==> src/hw/rtl/tsr_pkg.sv <==
// ============================================================================
// tsr_pkg: shared definitions for the timestamped sample ring
// Default sizes, item kind codes, command codes and back-end states.
// ============================================================================
package tsr_pkg;

    localparam int RING_DEPTH_DEF  = 4096;
    localparam int SAMPLE_BITS_DEF = 16;
    localparam int MAX_BLOCK_DEF   = 64;
    localparam int QUEUE_DEPTH     = 4;

    localparam int TS_W  = 32;
    localparam int LEN_W = 7;
    localparam int OUT_W = 16;

    localparam logic [TS_W-1:0] HALF_RANGE = 32'h8000_0000;

    // Input item kinds.
    localparam logic KIND_PUT = 1'b0;
    localparam logic KIND_GET = 1'b1;

    typedef enum logic {
        OP_PUT = 1'b0,
        OP_GET = 1'b1
    } cmd_op_t;

    // Control part of a command passed from the front end to the back end.
    typedef struct packed {
        cmd_op_t op;
        logic    clr_en;
        logic    wr_en;
        logic    win_en;
    } cmd_ctl_t;

    typedef enum logic [1:0] {
        ST_IDLE  = 2'd0,
        ST_CLEAR = 2'd1,
        ST_WRITE = 2'd2,
        ST_GET   = 2'd3
    } back_state_t;

endpackage

==> src/hw/rtl/tsr_queue.sv <==
// ============================================================================
// tsr_queue: short command queue
// Register-based first-in first-out buffer between the front and back ends.
// ============================================================================
module tsr_queue #(
    parameter int W     = 8,
    parameter int DEPTH = tsr_pkg::QUEUE_DEPTH
) (
    input  logic         aclk,
    input  logic         aresetn,
    input  logic         push,
    input  logic [W-1:0] push_data,
    output logic         not_full,
    input  logic         pop,
    output logic         not_empty,
    output logic [W-1:0] pop_data
);

    localparam int PW = (DEPTH > 1) ? $clog2(DEPTH) : 1;
    localparam int CW = $clog2(DEPTH + 1);

    logic [W-1:0]  slot_reg [DEPTH];
    logic [PW-1:0] wptr_reg, wptr_next;
    logic [PW-1:0] rptr_reg, rptr_next;
    logic [CW-1:0] count_reg, count_next;
    logic          do_push, do_pop;

    assign not_full  = (count_reg != CW'(DEPTH));
    assign not_empty = (count_reg != '0);
    assign pop_data  = slot_reg[rptr_reg];
    assign do_push   = push && not_full;
    assign do_pop    = pop && not_empty;

    always_comb begin
        wptr_next  = wptr_reg;
        rptr_next  = rptr_reg;
        count_next = count_reg;
        if (do_push) begin
            wptr_next = (wptr_reg == PW'(DEPTH - 1)) ? '0 : wptr_reg + 1'b1;
        end
        if (do_pop) begin
            rptr_next = (rptr_reg == PW'(DEPTH - 1)) ? '0 : rptr_reg + 1'b1;
        end
        if (do_push && !do_pop) begin
            count_next = count_reg + 1'b1;
        end else if (do_pop && !do_push) begin
            count_next = count_reg - 1'b1;
        end
    end

    always_ff @(posedge aclk) begin
        if (!aresetn) begin
            wptr_reg  <= '0;
            rptr_reg  <= '0;
            count_reg <= '0;
        end else begin
            wptr_reg  <= wptr_next;
            rptr_reg  <= rptr_next;
            count_reg <= count_next;
        end
    end

    always_ff @(posedge aclk) begin
        if (do_push) begin
            slot_reg[wptr_reg] <= push_data;
        end
    end

endmodule

==> config.mk <==
export PLATFORM = sky130hd
export DESIGN_NAME = tsr_queue
export DESIGN_NICKNAME = d
export VERILOG_FILES = /design/src/hw/rtl/tsr_pkg.sv /design/src/hw/rtl/tsr_queue.sv
export SDC_FILE = /design/constraint.sdc
export NUM_CORES = 1
export LEC_CHECK = 0
export ABC_AREA = 1
export BUFFER_PORTS_ARGS = -buffer_cell sky130_fd_sc_hd__buf_2
export CORE_UTILIZATION = 52
export DETAILED_ROUTE_END_ITERATION = 8
export PLACE_DENSITY = 0.69
export REMOVE_ABC_BUFFERS = 1
export SYNTH_ARGS = -nofsm -noshare
export SYNTH_HDL_FRONTEND = slang
export SYNTH_SLANG_ARGS = --single-unit
==> constraint.sdc <==
create_clock -name aclk -period 3.1 [get_ports aclk]
set_input_delay 0.62 -clock aclk [delete_from_list [all_inputs] [get_ports aclk]]
set_output_delay 0.62 -clock aclk [all_outputs]
set_load 0.01 [all_outputs]
# Yosys cells after proc, flatten, opt, wreduce, memory -nomap -nowiden
# Memories as Yosys holds them, arrays and structs flattened. A register that Yosys moved wholly into a read port is not among the register bits.
# Index checks and enable logic that the tools add are counted.
# totals
mem_bits_rw	32
elab_cells	27
reg_bits	7
output_inout_bits	10
mem_count	1
# classes
reduce_logical	8
add_sub_neg	4
mux	8
n_eq_ne	3
# mem_list
memory	words	width	rd	rd_clocked_by_memory_dff	wr	line_no	source
slot_reg	4	8	1	1	1	tsr_queue.sv:22	logic [W-1:0] slot_reg [DEPTH];
# op_table
operator	n
2-bit two-way mux	4
3-bit two-way mux	2
2-bit by 1-bit adder with 2-bit output, second input constant	2
2-bit == test, second input constant	2
1-bit logical AND	4
3-bit by 1-bit adder with 3-bit output, second input constant	1
3-bit != test, second input constant	1
3-bit nonzero test	1
3-bit by 1-bit subtractor with 3-bit output, second input constant	1
1-bit zero test	2
1-bit two-way mux	2
2-bit nonzero test	1

# Depth between registers and ports, before layout
# depth
depth_word	6
depth_mapped	13
ltp_nobuf	13

# Worst setup path before layout
# OpenSTA, ideal clock, no wires.
# synth_path
kind	input to register
start	in push
end	reg count_reg[1]
stages	7
setup_time_ns	0.116
slack_ns	1.362
t_arrival_ns	1.623
required_ns	2.984
path_buffers	0
path_cell_list	nand2_2 > inv_1 > ha_1 > inv_1 > fa_1 > o21ai_0 > nor2_1
# synth_via
word_cells_on_any_way	6
# synth_lines
item	line_no	source
start: declaration	tsr_queue.sv:11	input logic push,
1-bit logical AND	tsr_queue.sv:31	assign do_push = push && not_full;
net do_push	tsr_queue.sv:26	logic do_push, do_pop;
1-bit logical AND	tsr_queue.sv:44	if (do_push && !do_pop) begin
3-bit two-way mux	tsr_queue.sv:44	
net count_next[1]	tsr_queue.sv:25	logic [CW-1:0] count_reg, count_next;
end signal: assignment	tsr_queue.sv:59	count_reg <= count_next;
end: declaration	tsr_queue.sv:25	
# The timed path passes the listed nets, and every way through them passes these cells.
# A chain may end at the register's enable or synchronous reset.

==> run_results.csv <==
group,metric,value,unit
routing,drt_wl_total,3.05,mm
critical_path,setup.worst_path.end_class,"output port",
finish,nNetsFinal,192,
synth,syn_avg_cell_area,11.6,um2
clock_network,cts_inserted_buffers,5,
clock_network,cts_resized,0,
power,p_total,1.61,mW
critical_path,max_stage_delay,0.54,ns
placed_design,hpwl,2.00,mm
sta,min_period,2.26,ns
floorplan,start_util,54.9,%
clock_network,cts_root_buf,"clkbuf_4",
sta,period_share,73.0,%
critical_path,critPathLaunchType,"register",
critical_path,critPathMaxFanout,10,
floorplan,rows,20,
clock_network,post_cts.repair.setup_buffers,0,
floorplan,core_area,3080,um2
sta,slew_headroom,40.0,%
grt,grt-ovfl-total,0,
sta,max_freq,442,MHz
critical_path,r2r-start,"count_reg[1]",
synth,netlist_top_cells_area,"edfxtp_1, dfxtp_1, nor2_1, ha_1, o21ai_0",
routing,drc,0,
power,pwr-share-seq,46.5,%
floorplan,die_w,59.0,um
routing,dr_wl_met3,111,um
sta,fin_skew,0.00894,ns
power,clkPwrFrac,22.4,%
routing,top_layer,"met4",
routing,wl_per_cell,14.0,um
power,switchingPower,546,uW
synth,yosysSeqAreaShare,67.5,%
routing,drt-met1-wl,1.28,mm
routing,drt_pass1_iterations,4,
critical_path,slowest_stage,"dfxtp_1",
sta,worst_pin_slew,0.896,ns
min_path,min_path_type,"in2reg",
grt,first_global_vias,1002,
critical_path,critPathKind,"reg2out",
routing,ant_nets,0,
critical_path,crit_chain,"buf_4, o21ai_0, o22ai_1, buf_2",
synth,synth_edf_count,32,
routing,met2_length,1.59,mm
synth,synth_area_leader_cell,"edfxtp_1",
floorplan,die_area,3480,um2
finish,n_fill_cell,259,
floorplan,die_h,59.0,um
power,switching_share,33.9,%
clock_network,clk_pin_slew,0.12,ns
synth,synth_async_sr_flop_share,0,%
synth,synth_seq_cells,41,
min_path,hp-start,"push_data[5]",
run_status,status,"finished, final reports clean",
clock_network,cts_tree,"built",
power,pwr-share-comb,31.1,%
synth,synth_top_area_share,56.8,%
power,p_leak,0.766,nW
grt,antenna_found_initial,0,
synth,synth.distinct_cells,19,
synth,syn_area,1690,um2
critical_path,cp.arrival,1.64,ns
routing,viasPerCell,5.10,
synth,synth_common_cells,"edfxtp_1, nor2_1, inv_1",
grt,grt_pass1_wl,4.77,mm
synth,synth_flop_cell,"edfxtp_1",
clock_network,cts_htree_levels,2,
sta,fin_setup_tns,0,ns
synth,synthCells,146,
synth,ys_warn_count,0,
sta,finalHoldViolations,0,
clock_network,cts-hold-fix-buffers,0,
finish,antenna_cells,0,
floorplan,io_pins,22,
power,power.internal,1.06,mW
grt,track_usage,20.1,%
clock_network,cts_buffer_depth,2,
finish,largest_register_ffs,32,
sta,final-setup-viol-count,0,
finish,area.growth.synth_to_final,13.6,%
sta,rsz0062_at_grt,"false",
routing,drtIter0Drc,28,
sta,drv_slew,0,
job,maxCapViolCount,0,
grt,grt_max_degree,17,
clock_network,clkLatencyLatePin,0.34,ns
placed_design,port_buffers,21,
placed_design,place_congestion,0.816,
power,irDropWorstVdd,413,uV
finish,drive_gt1_share,20.7,%
critical_path,cp.required,2.48,ns
clock_network,cts.sinks,41,
routing,via_count,1112,
power,p_per_area,839,nW/um2
==> per-layer routing <==
layer  global-route usage [%]  up-vias
met3                     6.55        8
li1                         -      555
met4                     9.52        0
met1                     24.0      525
met5                        0        -
met2                     33.0       24
==> cell type report <==
class | instances | area, um2 | share of cell area, %
Clock buffer | 7 | 55.1 | 2.87
Sequential cell | 41 | 1140 | 59.4
Inverter | 17 | 63.8 | 3.32
Multi-Input combinational cell | 86 | 463 | 24.1
Timing Repair Buffer | 22 | 113 | 5.86
Tap cell | 44 | 55.1 | 2.87
Clock inverter | 1 | 30.0 | 1.56
==> metrics by stage <==
| stage | hold WS [ns] | instance area [um2] | setup slack, ns | utilization (%) | instances |
|---|---|---|---|---|---|
| finish | 0.481 | 1920 | 0.837 | 62.4 | 218 |
| global route | 0.449 | 1920 | 0.694 | 62.4 | 218 |
| CTS | 0.463 | 1920 | 0.833 | 62.4 | 218 |
| detailed placement | 0.517 | 1840 | 1.16 | 59.6 | 210 |
| global placement | 0.506 | 1840 | 1.21 | 59.6 | 210 |
| floorplan | 0.491 | 1670 | 1.36 | - | 144 |
==> layout by cell type (no fill, tap or decap) <==
cell type	n
clkbuf_4	5
nand2_1	13
o21ai_0	14
nor2_2	1
ha_1	6
o22ai_1	8
clkbuf_8	1
edfxtp_1	32
nand3_1	1
inv_2	1
bufinv_16	1
a21oi_1	2
nand3b_1	1
fa_1	1
buf_4	1
dfxtp_1	9
buf_2	21
nor2_1	32
nand4_1	1
o21ai_1	1
inv_1	16
clkbuf_1	1
nand2_2	2
o21ai_2	3
==> path summary, 6_finish.rpt <==
check / slack (ns) / endpoint / depth (start not counted)
max: 0.84 / pop_data[7] / 4
min: 0.48 / slot_reg[3][5] / 1
max reg2reg: 1.29 / count_reg[1] / 9
min reg2reg: 0.54 / count_reg[0] / 2
==> cell families (layout without fill, tap and decap cells) <==
logic type | count (synthesis) | in the layout | share of synthesized area, %
flip-flops | 41 | 41 | 67.5
AO/OA/AOI/OAI | 28 | 28 | 9.55
AND/OR/NAND/NOR | 51 | 51 | 12.2
buffers and inverters | 19 | 47 | 5.11
adder cells (fa/ha/maj) | 7 | 7 | 5.63
==> power by group through the flow <==
| stage | clock network, mW | logic, mW | registers [mW] |
|---|---|---|---|
| 5_1_grt | 0.392 | 0.566 | 0.765 |
| 2_1_floorplan | 0 | 0.338 | 0.749 |
| 4_1_cts | 0.369 | 0.509 | 0.750 |
| 3_5_place_dp | 0 | 0.504 | 0.762 |
| 6_report | 0.360 | 0.502 | 0.749 |
| 3_3_place_gp | 0 | 0.480 | 0.758 |
==> worst max-delay path, delay by kind of cell (launching register included) <==
kind	cells	cell delay, ns
compound gates	2	0.36
buf+inv	2	0.40
flops	1	0.54
No activity file was read; power rests on OpenSTA's default activity.
