<file path="src/hw/rtl/tsr_pkg.sv">
// ============================================================================
// tsr_pkg: shared definitions for the timestamped sample ring
// Default sizes, item kind codes, command codes and back-end states.
// ============================================================================
package tsr_pkg;

    localparam int RING_DEPTH_DEF  = 4096;
    localparam int SAMPLE_BITS_DEF = 16;
    localparam int MAX_BLOCK_DEF   = 64;
    localparam int QUEUE_DEPTH     = 4;

    localparam int TS_W  = 32;
    localparam int LEN_W = 7;
    localparam int OUT_W = 16;

    localparam logic [TS_W-1:0] HALF_RANGE = 32'h8000_0000;

    // Input item kinds.
    localparam logic KIND_PUT = 1'b0;
    localparam logic KIND_GET = 1'b1;

    typedef enum logic {
        OP_PUT = 1'b0,
        OP_GET = 1'b1
    } cmd_op_t;

    // Control part of a command passed from the front end to the back end.
    typedef struct packed {
        cmd_op_t op;
        logic    clr_en;
        logic    wr_en;
        logic    win_en;
    } cmd_ctl_t;

    typedef enum logic [1:0] {
        ST_IDLE  = 2'd0,
        ST_CLEAR = 2'd1,
        ST_WRITE = 2'd2,
        ST_GET   = 2'd3
    } back_state_t;

endpackage

</file>
<file path="src/hw/rtl/tsr_front.sv">
// ============================================================================
// tsr_front: item classifier
// Keeps the newest mark and block state, decides drops and gap clears, and
// turns each input item into a command for the back end.
// ============================================================================
module tsr_front #(
    parameter int RING_DEPTH  = tsr_pkg::RING_DEPTH_DEF,
    parameter int SAMPLE_BITS = tsr_pkg::SAMPLE_BITS_DEF,
    parameter int MAX_BLOCK   = tsr_pkg::MAX_BLOCK_DEF,
    parameter int AW          = $clog2(RING_DEPTH)
) (
    input  logic                          aclk,
    input  logic                          aresetn,
    input  logic                          s_valid,
    output logic                          s_ready,
    input  logic                          s_kind,
    input  logic [tsr_pkg::TS_W-1:0]      s_ts,
    input  logic [tsr_pkg::LEN_W-1:0]     s_length,
    input  logic signed [15:0]            s_sample,
    input  logic                          s_first,
    input  logic                          q_not_full,
    output logic                          q_push,
    output tsr_pkg::cmd_ctl_t             c_ctl,
    output logic [AW-1:0]                 c_base,
    output logic [AW-1:0]                 c_waddr,
    output logic [AW:0]                   c_cnt,
    output logic [SAMPLE_BITS-1:0]        c_wdata,
    output logic [tsr_pkg::LEN_W-1:0]     c_len,
    output logic [tsr_pkg::TS_W-1:0]      c_age
);

    localparam logic [tsr_pkg::TS_W-1:0]  DEPTH_TS = tsr_pkg::TS_W'(RING_DEPTH);
    localparam logic [tsr_pkg::LEN_W-1:0] MAX_LEN  = tsr_pkg::LEN_W'(MAX_BLOCK);

    logic                        started_reg, started_next;
    logic [tsr_pkg::TS_W-1:0]    newest_reg, newest_next;
    logic                        acc_reg, acc_next;
    logic [tsr_pkg::LEN_W-1:0]   off_reg, off_next;

    logic                        accept;
    logic [tsr_pkg::LEN_W-1:0]   len_sat;
    logic [tsr_pkg::TS_W-1:0]    len_ts;
    logic [tsr_pkg::TS_W-1:0]    nst;
    logic [tsr_pkg::TS_W-1:0]    drop_rel, gap, open_rel, end_rel, end_ts;
    logic                        dropped, gap_open, advance, gap_full;
    logic                        is_get, clr_en, acc_eff, wr_en;
    logic [tsr_pkg::LEN_W-1:0]   off_eff;
    logic [SAMPLE_BITS+15:0]     sample_ext;

    assign s_ready = q_not_full;
    assign accept  = s_valid && s_ready;
    assign is_get  = (s_kind == tsr_pkg::KIND_GET);

    assign len_sat = (s_length > MAX_LEN) ? MAX_LEN : s_length;
    assign len_ts  = {{(tsr_pkg::TS_W - tsr_pkg::LEN_W){1'b0}}, len_sat};

    // Before the first put the block start itself becomes the newest mark.
    assign nst      = started_reg ? newest_reg : s_ts;
    assign drop_rel = s_ts - nst + DEPTH_TS;
    assign dropped  = (drop_rel > tsr_pkg::HALF_RANGE);
    assign gap      = s_ts - nst;
    assign open_rel = nst - s_ts;
    assign gap_open = (open_rel > tsr_pkg::HALF_RANGE);
    assign end_rel  = nst - s_ts - len_ts;
    assign advance  = (end_rel > tsr_pkg::HALF_RANGE);
    assign end_ts   = s_ts + len_ts;
    assign gap_full = !started_reg || (gap[tsr_pkg::TS_W-1:AW] != '0);

    assign clr_en  = s_first && (!started_reg || (!dropped && gap_open));
    assign acc_eff = s_first ? !dropped : acc_reg;
    assign off_eff = s_first ? '0 : off_reg;
    assign wr_en   = acc_eff && (off_eff < len_sat);

    assign sample_ext = {{SAMPLE_BITS{1'b0}}, s_sample};

    always_comb begin
        started_next = started_reg;
        newest_next  = newest_reg;
        acc_next     = acc_reg;
        off_next     = off_reg;
        if (accept && !is_get) begin
            if (s_first) begin
                started_next = 1'b1;
                acc_next     = !dropped;
                newest_next  = (!dropped && advance) ? end_ts : nst;
            end
            off_next = wr_en ? off_eff + 1'b1 : off_eff;
        end
    end

    always_comb begin
        c_ctl.op     = is_get ? tsr_pkg::OP_GET : tsr_pkg::OP_PUT;
        c_ctl.clr_en = !is_get && clr_en;
        c_ctl.wr_en  = !is_get && wr_en;
        c_ctl.win_en = started_reg;
        c_base       = is_get ? s_ts[AW-1:0] : nst[AW-1:0];
        c_waddr      = s_ts[AW-1:0] + AW'(off_eff);
        c_cnt        = gap_full ? (AW+1)'(RING_DEPTH) : {1'b0, gap[AW-1:0]};
        c_wdata      = sample_ext[SAMPLE_BITS-1:0];
        c_len        = len_sat;
        c_age        = newest_reg - s_ts - 32'd1;
        if (is_get) begin
            q_push = accept && (len_sat != '0);
        end else begin
            q_push = accept && (clr_en || wr_en);
        end
    end

    always_ff @(posedge aclk) begin
        if (!aresetn) begin
            started_reg <= 1'b0;
            newest_reg  <= '0;
            acc_reg     <= 1'b0;
            off_reg     <= '0;
        end else begin
            started_reg <= started_next;
            newest_reg  <= newest_next;
            acc_reg     <= acc_next;
            off_reg     <= off_next;
        end
    end

endmodule

</file>
<file path="config.mk">
export PLATFORM = sky130hd
export DESIGN_NAME = tsr_front
export DESIGN_NICKNAME = d
export VERILOG_FILES = /design/src/hw/rtl/tsr_pkg.sv /design/src/hw/rtl/tsr_front.sv
export SDC_FILE = /design/constraint.sdc
export NUM_CORES = 1
export LEC_CHECK = 0
export ABC_AREA = 1
export ABC_CLOCK_PERIOD_IN_PS = 4300
export BUFFER_PORTS_ARGS = -buffer_cell sky130_fd_sc_hd__buf_2
export CAP_MARGIN = 20
export CORE_MARGIN = 2
export CORE_UTILIZATION = 28
export CTS_CLUSTER_SIZE = 16
export DETAILED_ROUTE_END_ITERATION = 8
export MAX_ROUTING_LAYER = met4
export PLACE_DENSITY = 0.5
export SKIP_CTS_REPAIR_TIMING = 1
export SLEW_MARGIN = 5
export SYNTH_ARGS = -nofsm -noshare
export SYNTH_HDL_FRONTEND = slang
export SYNTH_SLANG_ARGS = --single-unit
</file>
<file path="constraint.sdc">
create_clock -name aclk -period 4.3 [get_ports aclk]
set_input_delay 0.43 -clock aclk [delete_from_list [all_inputs] [get_ports aclk]]
set_output_delay 0.43 -clock aclk [all_outputs]
set_load 0.03 [all_outputs]
</file>
# == Word-level counts from Yosys, hierarchy flattened ==
# Cells that the tools add are included.
# classes
n_mux,10
reduce_logical,19
order_cmp,5
add_sub_neg,9
# op_table
operator,n
$gt A32 B32 Y1 const B,3
$sub A32 B32 Y32,3
$mux W32,2
$add A32 B13 Y32 const B,1
$add A32 B7 Y32,1
$sub A32 B1 Y32 const B,1
$sub A32 B7 Y32,1
$mux W7,3
$reduce_bool A20 Y1,1
$mux W13,1
$add A12 B7 Y12,1
$mux W12,1
$logic_and A1 B1 Y1,10
$add A7 B1 Y7 const B,1
$gt A7 B7 Y1 const B,1
$lt A7 B7 Y1,1
$reduce_bool A7 Y1,1
$logic_not A1 Y1,3
$logic_or A1 B1 Y1,3
$mux W1,3
$reduce_and A2 Y1,1
# totals
wordCells,47
inputBits,61
output_inout_bits,98
reg_bits,41

# == Logic depth before layout (Yosys ltp) ==
# Gate-level depths: netlist (run 1).
# depth
word_depth,11
mapped_depth,36
mapped_depth_nobuf,35

# == Worst setup path after synthesis (run 1) ==
# OpenSTA, ideal clock, no wires.
# synth_timing
path_kind,register to output
startpoint,register started_reg
endpoint,output q_push
path_buffers,2
path_slack_ps,-252
path_stages_with_launch,27
t_arrival_ps,4122
cell_sequence,dfxtp_1 inv_1 clkbuf_1 or2_2 o21ai_0 inv_1 ha_1 inv_1 fa_1 nand3_1 nand3_1 nand3_1 nand3_1 nand2_1 nand2_1 nand2_2 nor2_4 nand3_1 nor2_1 and2_1 nand2_1 xor2_1 inv_2 nand2_4 buf_4 nand3_1 a41oi_1
# synth_via
elab_chain_len,11
# synth_rtl
element,line_no,rtl
start: declaration,tsr_front.sv:35,"logic started_reg, started_next;"
start signal: assignment,tsr_front.sv:116,started_reg <= started_next;
$mux W32,tsr_front.sv:58,assign nst = started_reg ? newest_reg : s_ts;
$sub A32 B32 Y32,tsr_front.sv:59,assign drop_rel = s_ts - nst + DEPTH_TS;
$add A32 B13 Y32,tsr_front.sv:59,
$gt A32 B32 Y1,tsr_front.sv:60,assign dropped = (drop_rel > tsr_pkg::HALF_RANGE);
$logic_not A1 Y1,"tsr_front.sv:69, tsr_front.sv:70",
$logic_and A1 B1 Y1,tsr_front.sv:69,assign clr_en = s_first && (!started_reg || (!dropped && gap_open));
$logic_or A1 B1 Y1,tsr_front.sv:69,
$logic_and A1 B1 Y1,tsr_front.sv:69,
$logic_or A1 B1 Y1 (*),tsr_front.sv:105,q_push = accept && (clr_en || wr_en);
$logic_and A1 B1 Y1 (*),tsr_front.sv:105,
$mux W1 (*),tsr_front.sv:102,if (is_get) begin
end: declaration,tsr_front.sv:22,"output logic q_push,"
# Mark *: on every way between the ends. The rest lies on a longest branch, timed or not.

# == Worst setup path after layout (run 1) ==
# Ends and elaborated chain as after synthesis.

==> results.sh, run 1 <==
export IMPL_outcome="finished with violations"
export IMPL_violations="setup timing"
export IMPL_numClockSinks=41
export IMPL_ctsLongestPathBuffers=2
export IMPL_largest_reg_flops=32
export IMPL_crit_path_max_incr_delay_ps=380
export IMPL_dieArea_mm2=0.0454
export IMPL_drtAntennaViolNets=0
export IMPL_synth_cells=2233
export IMPL_ys_ff_latch=41
export IMPL_std_cell_rows=76
export IMPL_fin_ws_ps=-537
export IMPL_clockRootBuffer="clkbuf_16"
export IMPL_syn_area_mm2=0.0122
export IMPL_clkLatencyLatePin_ps=300
export IMPL_die_w_um=213
export IMPL_worstSetupStartpointType="flop"
export IMPL_path_clk_slew_ps=70
export IMPL_initial_core_util_pct=28.4
export IMPL_power_mw=4.24
export IMPL_setup_violations_final=48
export IMPL_hold_end="off_reg[1]"
export IMPL_dp_slack_ps=-660
export IMPL_slew_violations=0
export IMPL_cts_tree="done"
export IMPL_hold_path_class="flop to flop"
export IMPL_cp_slowest_cell="dfxtp_4"
export IMPL_final_util_pct=42.2
export IMPL_syn_mean_instance_area_um2=5.48
export IMPL_powerDensity_mw_per_mm2=234
export IMPL_post_route_period_util_pct=112
export IMPL_cp_arrival_ps=4410
export IMPL_period_needed_ps=4840
export IMPL_synth_top_cell_by_area="nand2_1"
export IMPL_rrSetupSlack_ps=-260
export IMPL_synth_edff_count=0
export IMPL_routabilityCongestion=1.02
export IMPL_wl_per_cell_um=16.6
export IMPL_cts_buffers=5
export IMPL_crit_type="flop to output pin"
export IMPL_grt_setup_unrepaired="yes"
export IMPL_yosys_top_cells_count="nand2_1 (715), inv_1 (312), nor2_1 (184), nand3_1 (161), a21oi_1 (133)"
export IMPL_drv_cap=0
export IMPL_tightest_slew_ps=801
export IMPL_yosys_warnings=0
export IMPL_areaGrowthSynthToFinish_pct=48.5
export IMPL_numPortBuffers=126
export IMPL_io_pins=159
export IMPL_whs_path_depth=2
export IMPL_synth_area_leaders="nand2_1 (22%), ha_1 (14%), inv_1 (9.6%)"
export IMPL_insertedDiodeCount=0
export IMPL_fin_skew_ps=11.4
export IMPL_via_count=16000
export IMPL_ys_async_sr_fraction_pct=0
export IMPL_crit_path_end_kind="output pin"
export IMPL_seq_area_frac_synth_pct=6.71
export IMPL_synth_flop_cell="dfxtp_1"
export IMPL_hp_start="off_reg[1]"
export IMPL_synth_most_common_cell="nand2_1"
export IMPL_worst_path_max_fanout=11
export IMPL_fin_setup_tns_ps=-7720
export IMPL_wirelength_um=55800
export IMPL_dr_pass1_iters=7
export IMPL_gr_total_overflow=0
export IMPL_reg2regPathDepth=32
export IMPL_grt_pass1_wl_um=83700
export IMPL_grt_pass1_vias=15300
export IMPL_r2r_end="newest_reg[31]"
export IMPL_drc=0
export IMPL_path_common_cell="nand2_4"
export IMPL_n_fill_cell=4700
export IMPL_routed_via_density=4.76
export IMPL_die_h_um=213
export IMPL_grt_max_degree=35
export IMPL_antenna_found_initial=0
export IMPL_synth_nets=2432
export IMPL_layout_drive_gt1_share_pct=33.4
export IMPL_hold_viol=0
export IMPL_yosys_area_top_type_share_pct=21.9
export IMPL_required_ps=3870
export IMPL_htree_levels=2
export IMPL_fmax_mhz=207
export IMPL_slew_headroom_pct=46.5
export IMPL_fin_nets=2973
export IMPL_synth_cell_types=46
export IMPL_ir_drop_uv=140
export IMPL_core_mm2=0.0431
export IMPL_grt_usage_pct=24.6
export IMPL_power_leakage_nw=9.71
export IMPL_initialDrtViolationCount=1195
export IMPL_r2r_start="started_reg"
export IMPL_dp_hpwl_um=48300
## worst max-delay path by stage
stage,startpoint,end,slack (ps),depth (start not counted)
after global routing,started_reg,q_push,-720,32
after detailed placement,started_reg,q_push,-660,28
after CTS,started_reg,q_push,-1000,28
after floorplan,started_reg,newest_reg[10],6,32
final,started_reg,q_push,-540,28
after global placement,started_reg,q_push,-620,28
## cells by family after synthesis
kind of cell | Yosys count | synth area share, %
flip-flops | 41 | 6.71
adder cells (fa/ha/maj) | 138 | 14.5
AND/OR/NAND/NOR | 1276 | 46.0
buffers and inverters | 408 | 13.6
XOR/XNOR | 100 | 7.16
AO/OA/AOI/OAI | 270 | 12.1
## power by group
group | leakage (nW) | switching [mW] | internal (mW) | total, mW
Clock | 0.0944 | 0.176 | 0.335 | 0.511
Sequential | 0.332 | 0.00894 | 0.390 | 0.399
Combinational | 9.29 | 1.93 | 1.40 | 3.33
## worst max-delay path: cells and delay by family (launching register included)
family	cells	cell delay, ps
AND/OR/NAND/NOR	16	1900
flip-flops	1	380
adder cells (fa/ha/maj)	1	300
buffers and inverters	7	850
XOR/XNOR	1	180
AO/OA/AOI/OAI	3	460
## per-stage QoR
step,hold slack [ps],cells,instance area [um2]
3_3_place_gp,456,3325,16700
2_1_floorplan,445,2233,12300
5_1_grt,473,3360,18200
4_1_cts,470,3334,16900
6_report,474,3360,18200
3_5_place_dp,459,3326,16700
## cell type report
cell class,instances,area (um2),area share (%)
Clock buffer,5,125,0.689
Clock inverter,3,68.8,0.379
Inverter,341,1280,7.08
Multi-Input combinational cell,1784,10700,59.1
Sequential cell,41,825,4.54
Tap cell,585,732,4.03
Timing Repair Buffer,601,4380,24.1
## metal layers
metal	GRT usage, %	routed length [um]
met5	-	0
met4	6.87	1460
met3	1.38	2240
met2	38.3	24600
met1	34.3	27400
## cells in the final DEF, fill, tap and decap left out, drive strengths merged, types with 77 or more instances in the layout
cell and instances:
a21oi 142, buf 588, ha 132, inv 336, nand2 747, nand3 165, nand4 77, nor2 213
o21ai 90, xor2 79
Note: power is estimated with default switching activity, not from simulation.
==> inputs of run 2 (changes only) <==
--- a/config.mk
+++ b/config.mk
@@ -6,15 +6,15 @@
 export NUM_CORES = 1
 export LEC_CHECK = 0
 export ABC_AREA = 1
-export ABC_CLOCK_PERIOD_IN_PS = 4300
+export ABC_CLOCK_PERIOD_IN_PS = 5100
 export BUFFER_PORTS_ARGS = -buffer_cell sky130_fd_sc_hd__buf_2
 export CAP_MARGIN = 20
 export CORE_MARGIN = 2
-export CORE_UTILIZATION = 28
+export CORE_UTILIZATION = 61
 export CTS_CLUSTER_SIZE = 16
 export DETAILED_ROUTE_END_ITERATION = 8
 export MAX_ROUTING_LAYER = met4
-export PLACE_DENSITY = 0.5
+export PLACE_DENSITY = 0.88
 export SKIP_CTS_REPAIR_TIMING = 1
 export SLEW_MARGIN = 5
 export SYNTH_ARGS = -nofsm -noshare
==> constraint.sdc (replaced) <==
create_clock -name aclk -period 5.1 [get_ports aclk]
set_input_delay 0.51 -clock aclk [delete_from_list [all_inputs] [get_ports aclk]]
set_output_delay 0.51 -clock aclk [all_outputs]
set_load 0.03 [all_outputs]
==> run 2 against run 1 <==
The run now ends clean. Final area is 21% lower. Core utilization rose by 31 points. Combinational power fell by 36%. Via count is 2.4% lower. Register-to-register slack better by 380 ps. Sequential cell count did not move. Cell count fell by 21%. Global-route usage rose by 17 points. Clock skew fell by 5.4 ps.
==> results.sh, run 2 (same netlist as run 1, synthesis figures left out) <==
export IMPL_fin_nets=2573
export IMPL_crit_type="flop to output pin"
export IMPL_io_pins=159
export IMPL_power_leakage_nw=7.64
export IMPL_clockRootBuffer="clkbuf_16"
export IMPL_r2r_end="newest_reg[25]"
export IMPL_outcome="complete, no violations"
export IMPL_cts_tree="done"
export IMPL_tightest_slew_ps=638
export IMPL_whs_path_depth=2
export IMPL_period_needed_ps=4990
export IMPL_path_clk_slew_ps=70
export IMPL_powerDensity_mw_per_mm2=199
export IMPL_reg2regPathDepth=27
export IMPL_r2r_start="started_reg"
export IMPL_largest_reg_flops=32
export IMPL_final_util_pct=73.2
export IMPL_crit_path_max_incr_delay_ps=350
export IMPL_dr_pass1_iters=6
export IMPL_fin_skew_ps=5.92
export IMPL_gr_total_overflow=0
export IMPL_layout_common_cells="nand2_1 (678), inv_1 (309), nor2_1 (156)"
export IMPL_insertedDiodeCount=0
export IMPL_wirelength_um=46300
export IMPL_dp_hpwl_um=36900
export IMPL_cts_buffers=5
export IMPL_die_w_um=146
export IMPL_grt_pass1_wl_um=69400
export IMPL_dieArea_mm2=0.0212
export IMPL_drv_cap=0
export IMPL_required_ps=4590
export IMPL_routabilityCongestion=1.15
export IMPL_crit_path_end_kind="output pin"
export IMPL_ir_drop_uv=145
export IMPL_ctsLongestPathBuffers=2
export IMPL_drc=0
export IMPL_die_h_um=146
export IMPL_htree_levels=2
export IMPL_areaGrowthSynthToFinish_pct=17.3
export IMPL_n_fill_cell=1711
export IMPL_numClockSinks=41
export IMPL_post_route_period_util_pct=97.8
export IMPL_clkLatencyLatePin_ps=300
export IMPL_power_mw=2.85
export IMPL_antenna_found_initial=0
export IMPL_drtAntennaViolNets=0
export IMPL_final_common_cell="nand2_1"
export IMPL_initialDrtViolationCount=1821
export IMPL_grt_pass1_vias=13800
export IMPL_via_count=15600
export IMPL_rrSetupSlack_ps=120
export IMPL_std_cell_rows=51
export IMPL_path_depth=29
export IMPL_worstSetupStartpointType="flop"
export IMPL_hold_end="off_reg[1]"
export IMPL_numPortBuffers=126
export IMPL_cp_arrival_ps=4480
export IMPL_critPathBufInv=6
export IMPL_initial_core_util_pct=62.4
export IMPL_worst_path_max_fanout=10
export IMPL_core_mm2=0.0196
export IMPL_wl_per_cell_um=17.6
export IMPL_slew_headroom_pct=56.9
export IMPL_cp_top_family="simple AND/OR/NAND/NOR gates"
export IMPL_hp_start="off_reg[1]"
export IMPL_cp_slowest_cell="dfxtp_2"
export IMPL_setup_violations_final=0
export IMPL_hold_viol=0
export IMPL_grt_max_degree=36
export IMPL_routed_via_density=5.91
export IMPL_slew_violations=0
export IMPL_layout_drive_gt1_share_pct=19.9
export IMPL_hold_path_class="flop to flop"
export IMPL_grt_usage_pct=41.1
export IMPL_path_common_cell="nand2_1"
export IMPL_fmax_mhz=201
-- run 2: cell count changes in the layout (fill, tap and decap cells not counted), sizes merged --
cell	delta
buf	-389
clkbuf	-13
nand3	+2
bufinv	-1
clkinv	+1
clkinvlp	+1
inv	-1
-- run 2: how the worst max path moves through the flow --
stage	from	end	slack (ps)
floorplan	started_reg	q_push	470
global placement	s_ts[0]	q_push	130
detailed placement	started_reg	newest_reg[22]	30
CTS	started_reg	q_push	-230
global route	started_reg	newest_reg[24]	-90
finish	started_reg	q_push	110
-- run 2: power breakdown --
part	internal, mW	switching [mW]
logic	0.684	1.45
clock network	0.232	0.153
registers	0.329	0.00878
-- run 2: layout make-up --
class	instances	area (um2)	area share (%)
Sequential cell	41	822	5.73
Inverter	341	1280	8.92
Tap cell	265	332	2.31
Clock inverter	3	46.3	0.323
Clock buffer	5	125	0.872
Timing Repair Buffer	199	1220	8.53
Multi-Input combinational cell	1786	10500	73.3
-- run 2: per-layer routing --
layer	up-vias	wire length, um	track usage [%]
met5	-	0	-
met4	0	2510	18.3
met3	183	5630	7.46
met2	986	19700	61.1
met1	7028	18500	54.3
li1	7409	-	-
-- run 2: worst reg2reg max path: cells and delay by family (launching register included) --
family,cells,cell delay [ps]
AOI/OAI and AO/OA,6,920
xor gates and xnor gates,2,570
adders and majority gates,2,640
buffers and inverters,5,730
DFF,1,350
and+or+nand+nor,12,1710
-- run 2: through the flow --
stage,hold WS (ps),instances,area (um2),setup slack [ps],setup TNS [ps]
after detailed placement,470,2604,13200,30.2,0
after CTS,479,2612,13400,-233,-662
after global routing,514,2640,14300,-88.7,-455
after global placement,455,2604,13200,132,0
final,483,2640,14300,114,0
after floorplan,445,2233,12200,468,0
